`src/design/yuv_to_rgbx_rotating_writer_core_assert.svh`:
```
// Assertion macros shared by the YUV to RGBX writer modules.
`ifndef YUV_TO_RGBX_ROTATING_WRITER_CORE_ASSERT_SVH
`define YUV_TO_RGBX_ROTATING_WRITER_CORE_ASSERT_SVH

// Same-cycle implication, checked while out of reset.
`define YTR_ASSERT_SAME(lbl, clk, rst_n, ante, cons, msg) \
  lbl: assert property (@(posedge clk) disable iff (!(rst_n)) (ante) |-> (cons)) \
    else $error(msg);

// Next-cycle implication, checked while out of reset.
`define YTR_ASSERT_NEXT(lbl, clk, rst_n, ante, cons, msg) \
  lbl: assert property (@(posedge clk) disable iff (!(rst_n)) (ante) |=> (cons)) \
    else $error(msg);

`endif

```
`src/design/ytr_pkg.sv`:
```
// Types, constants and helpers of the YUV to RGBX rotating writer.
package ytr_pkg;

  localparam int unsigned IDX_W  = 24;
  localparam int unsigned REG_W  = 13;
  localparam int unsigned PROD_W = 22;

  typedef enum logic [1:0] {
    ROT_0   = 2'd0,
    ROT_90  = 2'd1,
    ROT_180 = 2'd2,
    ROT_270 = 2'd3
  } rot_mode_e;

  typedef enum logic [1:0] {
    REG_ROTATION = 2'd0,
    REG_WIDTH    = 2'd1,
    REG_HEIGHT   = 2'd2,
    REG_STRIDE   = 2'd3
  } cfg_reg_e;

  localparam logic signed [12:0] C_Y  = 13'sd1192;
  localparam logic signed [12:0] C_RV = 13'sd1634;
  localparam logic signed [12:0] C_GV = 13'sd833;
  localparam logic signed [12:0] C_GU = 13'sd400;
  localparam logic signed [12:0] C_BU = 13'sd2066;
  localparam logic signed [PROD_W-1:0] CH_MAX = 22'sd262143;
  localparam logic [7:0] ALPHA = 8'hff;
  localparam logic [7:0] LUMA_OFS = 8'd16;
  localparam logic signed [8:0] CHROMA_OFS = 9'sd128;

  typedef struct packed {
    logic [7:0] luma_sample;
    logic [7:0] blue_diff_sample;
    logic [7:0] red_diff_sample;
  } in_item_t;

  typedef struct packed {
    logic [31:0]      pixel_rgbx;
    logic [IDX_W-1:0] dest_index;
    logic             frame_last;
  } out_item_t;

  typedef struct packed {
    rot_mode_e        rotation_mode;
    logic [REG_W-1:0] frame_width;
    logic [REG_W-1:0] frame_height;
    logic [REG_W-1:0] dest_stride;
  } cfg_t;

  typedef struct packed {
    in_item_t         pix;
    logic [IDX_W-1:0] idx_mul;
    logic [IDX_W-1:0] idx_add;
    logic             last;
  } job_t;

  function automatic logic [7:0] clamp_ch(input logic signed [PROD_W-1:0] s);
    logic [7:0] r;
    if (s < 0) begin
      r = 8'd0;
    end else if (s > CH_MAX) begin
      r = 8'hff;
    end else begin
      r = s[17:10];
    end
    return r;
  endfunction

endpackage

```
`src/design/ytr_front.sv`:
```
// Front end: position counters, frame end detection and rotation operand selection.
`include "yuv_to_rgbx_rotating_writer_core_assert.svh"

module ytr_front #(
  parameter int unsigned MAX_DIM = 4096
) (
  input  logic             clk_i,
  input  logic             rst_ni,
  input  ytr_pkg::cfg_t    cfg_i,
  input  logic             in_valid_i,
  output logic             in_ready_o,
  input  ytr_pkg::in_item_t in_req_i,
  output logic             push_o,
  input  logic             push_ready_i,
  output ytr_pkg::job_t    job_o
);
  import ytr_pkg::*;

  localparam int unsigned CW = $clog2(MAX_DIM);
  localparam int unsigned DW = $clog2(MAX_DIM + 1);
  localparam int unsigned XW = DW + 1;

  logic [CW-1:0] col_q, col_d;
  logic [CW-1:0] row_q, row_d;
  logic [DW-1:0] w_eff, h_eff;
  logic [IDX_W-1:0] x_ext, y_ext, rx, ry;
  logic accept, row_end, frame_end;

  always_comb begin
    if (cfg_i.frame_width == '0) begin
      w_eff = DW'(1);
    end else if (32'(cfg_i.frame_width) > MAX_DIM) begin
      w_eff = DW'(MAX_DIM);
    end else begin
      w_eff = DW'(cfg_i.frame_width);
    end
    if (cfg_i.frame_height == '0) begin
      h_eff = DW'(1);
    end else if (32'(cfg_i.frame_height) > MAX_DIM) begin
      h_eff = DW'(MAX_DIM);
    end else begin
      h_eff = DW'(cfg_i.frame_height);
    end
  end

  assign accept     = in_valid_i && push_ready_i;
  assign in_ready_o = push_ready_i;
  assign push_o     = accept;

  assign row_end   = (XW'(col_q) + XW'(1)) >= XW'(w_eff);
  assign frame_end = row_end && ((XW'(row_q) + XW'(1)) >= XW'(h_eff));

  assign x_ext = IDX_W'(col_q);
  assign y_ext = IDX_W'(row_q);
  assign rx    = IDX_W'(w_eff) - IDX_W'(1) - x_ext;
  assign ry    = IDX_W'(h_eff) - IDX_W'(1) - y_ext;

  always_comb begin
    job_o.pix  = in_req_i;
    job_o.last = frame_end;
    unique case (cfg_i.rotation_mode)
      ROT_0: begin
        job_o.idx_mul = y_ext;
        job_o.idx_add = x_ext;
      end
      ROT_90: begin
        job_o.idx_mul = x_ext;
        job_o.idx_add = ry;
      end
      ROT_180: begin
        job_o.idx_mul = ry;
        job_o.idx_add = rx;
      end
      ROT_270: begin
        job_o.idx_mul = rx;
        job_o.idx_add = ry;
      end
      default: begin
        job_o.idx_mul = y_ext;
        job_o.idx_add = x_ext;
      end
    endcase
  end

  always_comb begin
    col_d = col_q;
    row_d = row_q;
    if (accept) begin
      if (row_end) begin
        col_d = '0;
        row_d = frame_end ? '0 : row_q + CW'(1);
      end else begin
        col_d = col_q + CW'(1);
      end
    end
  end

  always_ff @(posedge clk_i or negedge rst_ni) begin
    if (!rst_ni) begin
      col_q <= '0;
      row_q <= '0;
    end else begin
      col_q <= col_d;
      row_q <= row_d;
    end
  end

  `YTR_ASSERT_NEXT(a_frame_wrap, clk_i, rst_ni, accept && frame_end,
                   col_q == '0 && row_q == '0, "Counters did not wrap at frame end.")
  `YTR_ASSERT_NEXT(a_col_step, clk_i, rst_ni, accept && !row_end,
                   col_q == $past(col_q) + CW'(1), "Column did not advance.")
  `YTR_ASSERT_NEXT(a_hold, clk_i, rst_ni, !accept,
                   $stable(col_q) && $stable(row_q), "Counters moved without a request.")

endmodule

```
`src/design/ytr_queue.sv`:
```
// Two-entry queue between the front end and the conversion back end.
`include "yuv_to_rgbx_rotating_writer_core_assert.svh"

module ytr_queue (
  input  logic          clk_i,
  input  logic          rst_ni,
  input  logic          push_i,
  output logic          push_ready_o,
  input  ytr_pkg::job_t job_i,
  output logic          pop_valid_o,
  input  logic          pop_i,
  output ytr_pkg::job_t job_o
);
  import ytr_pkg::*;

  job_t       slot_q [2];
  logic       wr_ptr_q, rd_ptr_q;
  logic [1:0] cnt_q, cnt_d;

  assign push_ready_o = (cnt_q != 2'd2);
  assign pop_valid_o  = (cnt_q != 2'd0);
  assign job_o        = slot_q[rd_ptr_q];

  always_comb begin
    cnt_d = cnt_q;
    if (push_i && !pop_i) begin
      cnt_d = cnt_q + 2'd1;
    end else if (pop_i && !push_i) begin
      cnt_d = cnt_q - 2'd1;
    end
  end

  always_ff @(posedge clk_i) begin
    if (push_i) begin
      slot_q[wr_ptr_q] <= job_i;
    end
  end

  always_ff @(posedge clk_i or negedge rst_ni) begin
    if (!rst_ni) begin
      wr_ptr_q <= 1'b0;
      rd_ptr_q <= 1'b0;
      cnt_q    <= 2'd0;
    end else begin
      cnt_q <= cnt_d;
      if (push_i) begin
        wr_ptr_q <= ~wr_ptr_q;
      end
      if (pop_i) begin
        rd_ptr_q <= ~rd_ptr_q;
      end
    end
  end

  `YTR_ASSERT_SAME(a_no_overflow, clk_i, rst_ni, push_i, cnt_q != 2'd2,
                   "Request pushed into a full queue.")
  `YTR_ASSERT_SAME(a_no_underflow, clk_i, rst_ni, pop_i, cnt_q != 2'd0,
                   "Request popped from an empty queue.")
  `YTR_ASSERT_SAME(a_ptr_count, clk_i, rst_ni, cnt_q == 2'd0 || cnt_q == 2'd2,
                   wr_ptr_q == rd_ptr_q, "Queue pointers disagree with the count.")

endmodule

```
`src/design/ytr_back.sv`:
```
// Back end: color conversion, index multiply-add and the output register.
module ytr_back (
  input  logic                          clk_i,
  input  logic                          rst_ni,
  input  logic [ytr_pkg::REG_W-1:0]     dest_stride_i,
  input  logic                          pop_valid_i,
  output logic                          pop_o,
  input  ytr_pkg::job_t                 job_i,
  output logic                          out_valid_o,
  input  logic                          out_ready_i,
  output ytr_pkg::out_item_t            out_req_o
);
  import ytr_pkg::*;

  logic s1_valid_q, out_valid_q;
  logic adv1, adv2;

  logic        [7:0]        y_off;
  logic signed [8:0]        y_s, u_s, v_s;
  logic signed [PROD_W-1:0] y_term_q, rv_q, gv_q, gu_q, bu_q;
  logic [IDX_W-1:0]         idx_prod_q, idx_add_q;
  logic                     last_q;
  logic signed [PROD_W-1:0] r_sum, g_sum, b_sum;
  out_item_t                out_q;

  assign adv2  = !out_valid_q || out_ready_i;
  assign adv1  = !s1_valid_q || adv2;
  assign pop_o = pop_valid_i && adv1;

  assign y_off = (job_i.pix.luma_sample >= LUMA_OFS) ?
                 job_i.pix.luma_sample - LUMA_OFS : 8'd0;
  assign y_s   = $signed({1'b0, y_off});
  assign u_s   = $signed({1'b0, job_i.pix.blue_diff_sample}) - CHROMA_OFS;
  assign v_s   = $signed({1'b0, job_i.pix.red_diff_sample}) - CHROMA_OFS;

  always_ff @(posedge clk_i) begin
    if (pop_o) begin
      y_term_q   <= PROD_W'(y_s) * PROD_W'(C_Y);
      rv_q       <= PROD_W'(v_s) * PROD_W'(C_RV);
      gv_q       <= PROD_W'(v_s) * PROD_W'(C_GV);
      gu_q       <= PROD_W'(u_s) * PROD_W'(C_GU);
      bu_q       <= PROD_W'(u_s) * PROD_W'(C_BU);
      idx_prod_q <= job_i.idx_mul * IDX_W'(dest_stride_i);
      idx_add_q  <= job_i.idx_add;
      last_q     <= job_i.last;
    end
  end

  assign r_sum = y_term_q + rv_q;
  assign g_sum = y_term_q - gv_q - gu_q;
  assign b_sum = y_term_q + bu_q;

  always_ff @(posedge clk_i) begin
    if (s1_valid_q && adv2) begin
      out_q.pixel_rgbx <= {ALPHA, clamp_ch(r_sum), clamp_ch(g_sum), clamp_ch(b_sum)};
      out_q.dest_index <= idx_prod_q + idx_add_q;
      out_q.frame_last <= last_q;
    end
  end

  always_ff @(posedge clk_i or negedge rst_ni) begin
    if (!rst_ni) begin
      s1_valid_q  <= 1'b0;
      out_valid_q <= 1'b0;
    end else begin
      if (adv1) begin
        s1_valid_q <= pop_o;
      end
      if (adv2) begin
        out_valid_q <= s1_valid_q;
      end
    end
  end

  assign out_valid_o = out_valid_q;
  assign out_req_o   = out_q;

endmodule

```
`src/design/yuv_to_rgbx_rotating_writer_core.sv`:
```
// Top level of the YUV to RGBX converter with rotated destination indexing.
//
//   Channel   Direction  Handshake             Payload
//   in        request    in_valid_i/in_ready_o in_req_i (Y, U, V samples)
//   out       result     out_valid_o/out_ready_i out_req_o (RGBX, index, last)
//   cfg       write      cfg_we_i              cfg_idx_i, cfg_wdata_i
//
// One pixel per clock is sustained while out_ready_i stays high. An accepted request is
// written into the queue and passes the multiply stage, then the sum and clamp stage, on
// to the output. The front end takes a request whenever the two-entry queue has room.
// Reset clears the counters, the queue and the pipeline valid bits and loads the
// default frame of 640 by 480 with no rotation.
module yuv_to_rgbx_rotating_writer_core #(
  parameter int unsigned MAX_DIM = 4096
) (
  input  logic                      clk_i,
  input  logic                      rst_ni,
  input  logic                      in_valid_i,
  output logic                      in_ready_o,
  input  ytr_pkg::in_item_t         in_req_i,
  output logic                      out_valid_o,
  input  logic                      out_ready_i,
  output ytr_pkg::out_item_t        out_req_o,
  input  logic                      cfg_we_i,
  input  logic [1:0]                cfg_idx_i,
  input  logic [ytr_pkg::REG_W-1:0] cfg_wdata_i
);
  import ytr_pkg::*;

  cfg_t cfg_q;
  logic push, push_ready, pop_valid, pop;
  job_t job_in, job_out;

  always_ff @(posedge clk_i or negedge rst_ni) begin
    if (!rst_ni) begin
      cfg_q.rotation_mode <= ROT_0;
      cfg_q.frame_width   <= REG_W'(640);
      cfg_q.frame_height  <= REG_W'(480);
      cfg_q.dest_stride   <= REG_W'(640);
    end else if (cfg_we_i) begin
      unique case (cfg_reg_e'(cfg_idx_i))
        REG_ROTATION: cfg_q.rotation_mode <= rot_mode_e'(cfg_wdata_i[1:0]);
        REG_WIDTH:    cfg_q.frame_width   <= cfg_wdata_i;
        REG_HEIGHT:   cfg_q.frame_height  <= cfg_wdata_i;
        REG_STRIDE:   cfg_q.dest_stride   <= cfg_wdata_i;
        default:      cfg_q               <= cfg_q;
      endcase
    end
  end

  ytr_front #(
    .MAX_DIM(MAX_DIM)
  ) u_front (
    .clk_i       (clk_i),
    .rst_ni      (rst_ni),
    .cfg_i       (cfg_q),
    .in_valid_i  (in_valid_i),
    .in_ready_o  (in_ready_o),
    .in_req_i    (in_req_i),
    .push_o      (push),
    .push_ready_i(push_ready),
    .job_o       (job_in)
  );

  ytr_queue u_queue (
    .clk_i       (clk_i),
    .rst_ni      (rst_ni),
    .push_i      (push),
    .push_ready_o(push_ready),
    .job_i       (job_in),
    .pop_valid_o (pop_valid),
    .pop_i       (pop),
    .job_o       (job_out)
  );

  ytr_back u_back (
    .clk_i        (clk_i),
    .rst_ni       (rst_ni),
    .dest_stride_i(cfg_q.dest_stride),
    .pop_valid_i  (pop_valid),
    .pop_o        (pop),
    .job_i        (job_out),
    .out_valid_o  (out_valid_o),
    .out_ready_i  (out_ready_i),
    .out_req_o    (out_req_o)
  );

endmodule

```
`config.mk`:
```
export PLATFORM = sky130hd
export DESIGN_NAME = yuv_to_rgbx_rotating_writer_core
export DESIGN_NICKNAME = d
export VERILOG_FILES = /design/src/design/ytr_pkg.sv /design/src/design/ytr_front.sv /design/src/design/ytr_queue.sv /design/src/design/ytr_back.sv /design/src/design/yuv_to_rgbx_rotating_writer_core.sv
export VERILOG_INCLUDE_DIRS = /design/src /design/src/design
export SDC_FILE = /design/constraint.sdc
export NUM_CORES = 1
export LEC_CHECK = 0
export BUFFER_PORTS_ARGS = -buffer_cell sky130_fd_sc_hd__buf_4
export CORE_ASPECT_RATIO = 0.5
export CORE_MARGIN = 2
export CORE_UTILIZATION = 57
export DETAILED_ROUTE_END_ITERATION = 6
export PLACE_DENSITY = 0.72
export SYNTH_ARGS = -nofsm -noshare
export SYNTH_HDL_FRONTEND = slang
export SYNTH_HIERARCHICAL = 1
export SYNTH_SLANG_ARGS = --single-unit
export TNS_END_PERCENT = 1
```
`constraint.sdc`:
```
create_clock -name clk_i -period 29.8 [get_ports clk_i]
set_input_delay 4.47 -clock clk_i [delete_from_list [all_inputs] [get_ports clk_i]]
set_output_delay 4.47 -clock clk_i [all_outputs]
set_load 0.1 [all_outputs]
```
Word level (Yosys, flattened, before mapping)
Memory sizes are Yosys's and may differ from the RTL's. Cells that the tools add are included. W data, S select, Z words.

Register bits: 270. Memory bits (writable): 146. Bits of input ports: 44. Output and inout bits: 59. Logic and storage cells: 107. Memories kept: 1.

Memory list: u_queue.slot_q (depth 2, bits a word 73, rd ports 1, clocked after memory_dff 0, write ports 1, line ytr_queue.sv:16) `job_t slot_q [2];`.

$add $sub $neg: 18. $mul: 6. Order comparisons: 11. Equal/unequal tests: 7. Muxes and demuxes: 15. Bitwise logic cells: 2. Reduce and logical (&&, ||, !) cells: 23.

Operator list (count): $pmux W48 S4 (1); $gt A22 B19 Y1 const B (3); $lt A22 B1 Y1 const B (3); $mux W13 (4); $sub A24 B12 Y24 (2); $add A22 B22 Y22 (2); $sub A22 B22 Y22 (2); $mul A9 B11 Y20 const B (2); $mux W8 (4); $ge A14 B13 Y1 (2); $sub A13 B1 Y14 const B (2); $add A12 B1 Y13 const B (2); $gt A13 B13 Y1 const B (2); $logic_not A13 Y1 (2); $add A12 B1 Y12 const B (2); $add A24 B24 Y24 (1); $mul A24 B13 Y24 (1); $mux W12 (2); $mul A9 B12 Y21 const B (1); $sub A8 B8 Y9 const B (2); $mul A8 B8 Y16 const B (1); $mul A9 B6 Y15 const B (1); $reduce_and A2 Y1 (5); $eq A2 B2 Y1 const B (4); other kinds (14) (29).

Logic depth before layout (Yosys ltp)
Depth after elaboration: 7. Mapped depth: 23.

Hierarchy
The synthesis kept the hierarchy.

Modules (own cells, without submodules): ytr_back (instances 1, cells each 2084, area each 21353.0 um2, sequential area each 5515.3 um2); ytr_queue (instances 1, cells each 243, area each 5704.2 um2, sequential area each 4484.3 um2); ytr_front (instances 1, cells each 641, area each 4609.4 um2, sequential area each 600.6 um2); yuv_to_rgbx_rotating_writer_core (instances 1, cells each 89, area each 1545.2 um2, sequential area each 1036.0 um2).

Worst setup path before layout
Ideal clock, no wire load.

Path kind: in2reg. From: input out_ready_i. To: register u_queue.cnt_q[1]. Setup time: 0.079 ns. Data arrival time: 15.512 ns. Data required time: 29.721 ns. Path slack: 14.209 ns. Stages: 6. Cell sequence: nor2b_1 > a21boi_0 > inv_1 > ha_1 > nor2_1 > xor2_1.

Cells in the longest elaborated chain, start to end: 6.

Ends and longest elaborated chain: start: declaration (line yuv_to_rgbx_rotating_writer_core.sv:22) `input logic out_ready_i,`; $logic_or A1 B1 Y1 (*) (line ytr_back.sv:26) `assign adv2 = !out_valid_q || out_ready_i;`; $logic_or A1 B1 Y1 (*) (line ytr_back.sv:27) `assign adv1 = !s1_valid_q || adv2;`; $logic_and A1 B1 Y1 (*) (line ytr_back.sv:28) `assign pop_o = pop_valid_i && adv1;`; net pop (line yuv_to_rgbx_rotating_writer_core.sv:31) `logic push, push_ready, pop_valid, pop;`; $logic_not A1 Y1 (line ytr_queue.sv:26) `if (push_i && !pop_i) begin`; $logic_and A1 B1 Y1 (line ytr_queue.sv:26); $mux W2 / $reduce_bool A2 Y1 (equally long branches); end signal: assignment (line ytr_queue.sv:45) `cnt_q <= cnt_d;`; end: declaration (line ytr_queue.sv:18) `logic [1:0] cnt_q, cnt_d;`.

The timed path passes the listed nets; every way through them passes the cells marked *. A chain may end at the register's enable or synchronous reset.

==> out/results.ini <==
[run_status]
status=complete, no violations

[finish]
drive_gt1_frac=0.1118
fill_cells=4560
syn_to_final_growth_pct=7.109
final_nets=3727

[logic_synthesis]
async_reset_ff_frac=0.1779
synth_seq_cells=399
synthesis.area_um2=33210
synth_seq_area_share=0.3504
synth.distinct_cells=103
synth_edf_count=328
syn_inst=3057
synthFlopType=edfxtp_1
yosys_warnings=6
syn_area_per_cell_um2=10.86

[detailed_routing]
dr_wl_met3_um=2796
wl_um=67060
wire_per_inst_um=17.27
vias=21420
avgViaCountPerCell=5.516
ant_nets=0
dr.pass1.iters=5
dr_wl_met2_um=31760
drc=0
route.top_layer_used=met4
wl_met1_um=31070
drt_iter0_drc=1066

[clock_network]
cts_setup_buffers=0
cts_resized=0
clk-insertion-delay-late_ps=570
cts_made_buffers=38
clk_pin_slew_ps=70
cts_tree=yes
cts_hold_buf=0
clk_path_buf_depth=3
htree_levels=2
cts_root_buffer=clkbuf_16
cts_num_sinks=399

[critical_path]
critPathMaxFanout=47
endpoint=u_back/idx_prod_q[22]
timing.rr.end=u_back/idx_prod_q[22]
critPathArrivalTime_ps=6930
critPathCaptureType=register
cp-startpoint=u_queue/rd_ptr_q
critPathLaunchType=register
cp_data_required_time_ps=30120
critPathKind=register to register
rrSetupSlack_ps=23200
r2r-start=u_queue/rd_ptr_q
r2r_cells=19

[sta]
worst-slew-pin-transition_ps=1085
fin_hold_ws_ps=428.1
finalCritPeriodShare=0.2215
slew_headroom=0.2766
rsz0062_at_grt=no
skew_ps=19.86
max_clock_freq_mhz=151.5
tns_ps=0
drv_slew=0
setup_viol=0
layout_min_cycle_time_ps=6601
hold_viol=0

[grt]
antenna_found_initial=1
first_global_vias=21880
grt_overflow_total=0
grt_max_degree=76
grt_pass1_wl_um=110900
grt_usage=0.2262

[floorplan]
die_h_um=174.7
die_area_um2=60330
core_area_um2=57480
io_pins=103
initial_core_util=0.5778
rows=62
chipWidth_um=345.4

[placed_design]
io_buffers=94
dp_hpwl_um=51830
gp_congestion=0.9618

[min_path]
holdCritPathClass=register to register

[job]
drv_cap=0

## cells in the final DEF (no fill, tap or decap), drive strengths merged, types with 9 or more instances in the layout
cell type | netlist | routed
a211oi | 20 | 20
a21o | 61 | 61
a21oi | 121 | 121
a22o | 9 | 9
a31oi | 17 | 17
and2 | 118 | 118
and3 | 11 | 11
buf | 68 | 102
clkbuf | 54 | 48
clkinv | 4 | 15
dfrtp | 63 | 63
edfxtp | 328 | 328
fa | 226 | 226
ha | 373 | 373
inv | 438 | 440
mux2 | 118 | 118
mux2i | 19 | 19
nand2 | 263 | 263
nand2b | 17 | 17
nand3 | 30 | 30
nand4 | 13 | 13
nor2 | 121 | 121
nor2b | 21 | 21
nor3 | 48 | 48
nor4 | 13 | 13
o211ai | 12 | 12
o21a | 28 | 28
o21ai | 92 | 92
o21bai | 27 | 27
o22ai | 21 | 21
o31ai | 10 | 10
or2 | 15 | 15
or3 | 10 | 10
xnor2 | 128 | 128
xor2 | 47 | 47
## per-stage QoR
stage               worst slack, ps  utilization  cells  instance area, um^2
floorplan                     14210            -   3064                33240
global placement              23110       0.5963   3812                34270
detailed placement            23060       0.5963   3812                34270
CTS                           23210       0.6187   3880                35570
global route                  22930       0.6187   3880                35570
finish                        23200       0.6188   3883                35570
## layout make-up
| type | instances | area (um^2) | area share |
|---|---|---|---|
| antenna | 3 | 7.507 | 0.0002110 |
| clock buffer | 48 | 1042 | 0.02930 |
| clock inverter | 20 | 249.0 | 0.006999 |
| inverter | 442 | 1659 | 0.04664 |
| multi-input combinational | 2101 | 19250 | 0.5411 |
| sequential | 399 | 11640 | 0.3272 |
| tap | 768 | 960.9 | 0.02701 |
| timing repair buffer | 102 | 765.7 | 0.02153 |
## cell families after synthesis
| logic type | share of synthesized area |
|---|---|
| fa+ha+maj | 0.2767 |
| compound gates | 0.09833 |
| simple gates | 0.1028 |
| buf+inv | 0.07154 |
| xor+xnor | 0.04683 |
| mux | 0.05331 |
| other cells | 0.0001129 |
| flops | 0.3504 |
## cell usage after synthesis, drive strengths merged (19+ instances only)
cell type / n / area [um^2]
o21ai: 92 / 471.7
mux2: 118 / 1554
nor3: 48 / 251.5
dfrtp: 63 / 1577
xnor2: 128 / 1136
a21oi: 121 / 620.6
buf: 68 / 514.2
ha: 373 / 4667
nand2: 263 / 987.2
nor2: 121 / 466.7
o21bai: 27 / 202.7
mux2i: 19 / 193.9
o21a: 28 / 217.7
a211oi: 20 / 172.7
o22ai: 21 / 137.6
a21o: 61 / 457.9
fa: 226 / 4524
inv: 438 / 1644
xor2: 47 / 419.2
clkbuf: 54 / 202.7
and2: 118 / 743.2
nand3: 30 / 150.1
edfxtp: 328 / 9849
nor2b: 21 / 131.4
## layer usage
metal	global-route usage	vias to the layer above
met5	0	-
met4	0.05391	0
met3	0.03343	98
met2	0.3828	398
met1	0.3093	10470
li1	-	10450
## worst max-delay path, stage by stage (launching register included)
cell	delay [ps]
dfrtp_4	1030
mux2_4	430
and2_1	200
fa_1	530
inv_1	50
fa_1	520
inv_1	50
fa_1	510
fa_1	500
inv_1	60
fa_1	530
inv_1	40
ha_1	340
a21o_1	170
a21o_1	220
a2111oi_2	430
nor2_1	180
a221oi_2	270
a21oi_1	120
xor2_1	150
## worst min-delay path by stage
stage	from	end	cells after the start
global route	u_back/last_q	u_back/out_req_o[0]	0
CTS	u_back/last_q	u_back/out_req_o[0]	0
global placement	u_back/last_q	u_back/out_req_o[0]	0
detailed placement	u_back/last_q	u_back/out_req_o[0]	0
finish	u_back/last_q	u_back/out_req_o[0]	0
floorplan	u_back/last_q	u_back/out_req_o[0]	0
## sequential cells by signal (all words and copies together) (netlist names)
| signal | flops |
|---|---|
| u_queue/wr_ptr_q | 1 |
| u_queue/rd_ptr_q | 1 |
| u_back/out_valid_o | 1 |
| u_queue/cnt_q | 2 |
| u_back/gu_q | 11 |
| u_back/idx_add_q | 24 |
| u_back/idx_prod_q | 24 |
| u_back/last_q | 1 |
| u_back/y_term_q | 16 |
| cfg_q | 41 |
| u_back/bu_q | 21 |
| u_queue/slot_q | 146 |
| u_back/s1_valid_q | 1 |
| u_back/rv_q | 16 |
| u_front/col_q | 12 |
| u_back/gv_q | 20 |
| u_back/out_req_o | 49 |
| u_front/row_q | 12 |
Power is not shown: default switching activity piles up to over one toggle a cycle in this logic, so the estimate is an artifact.
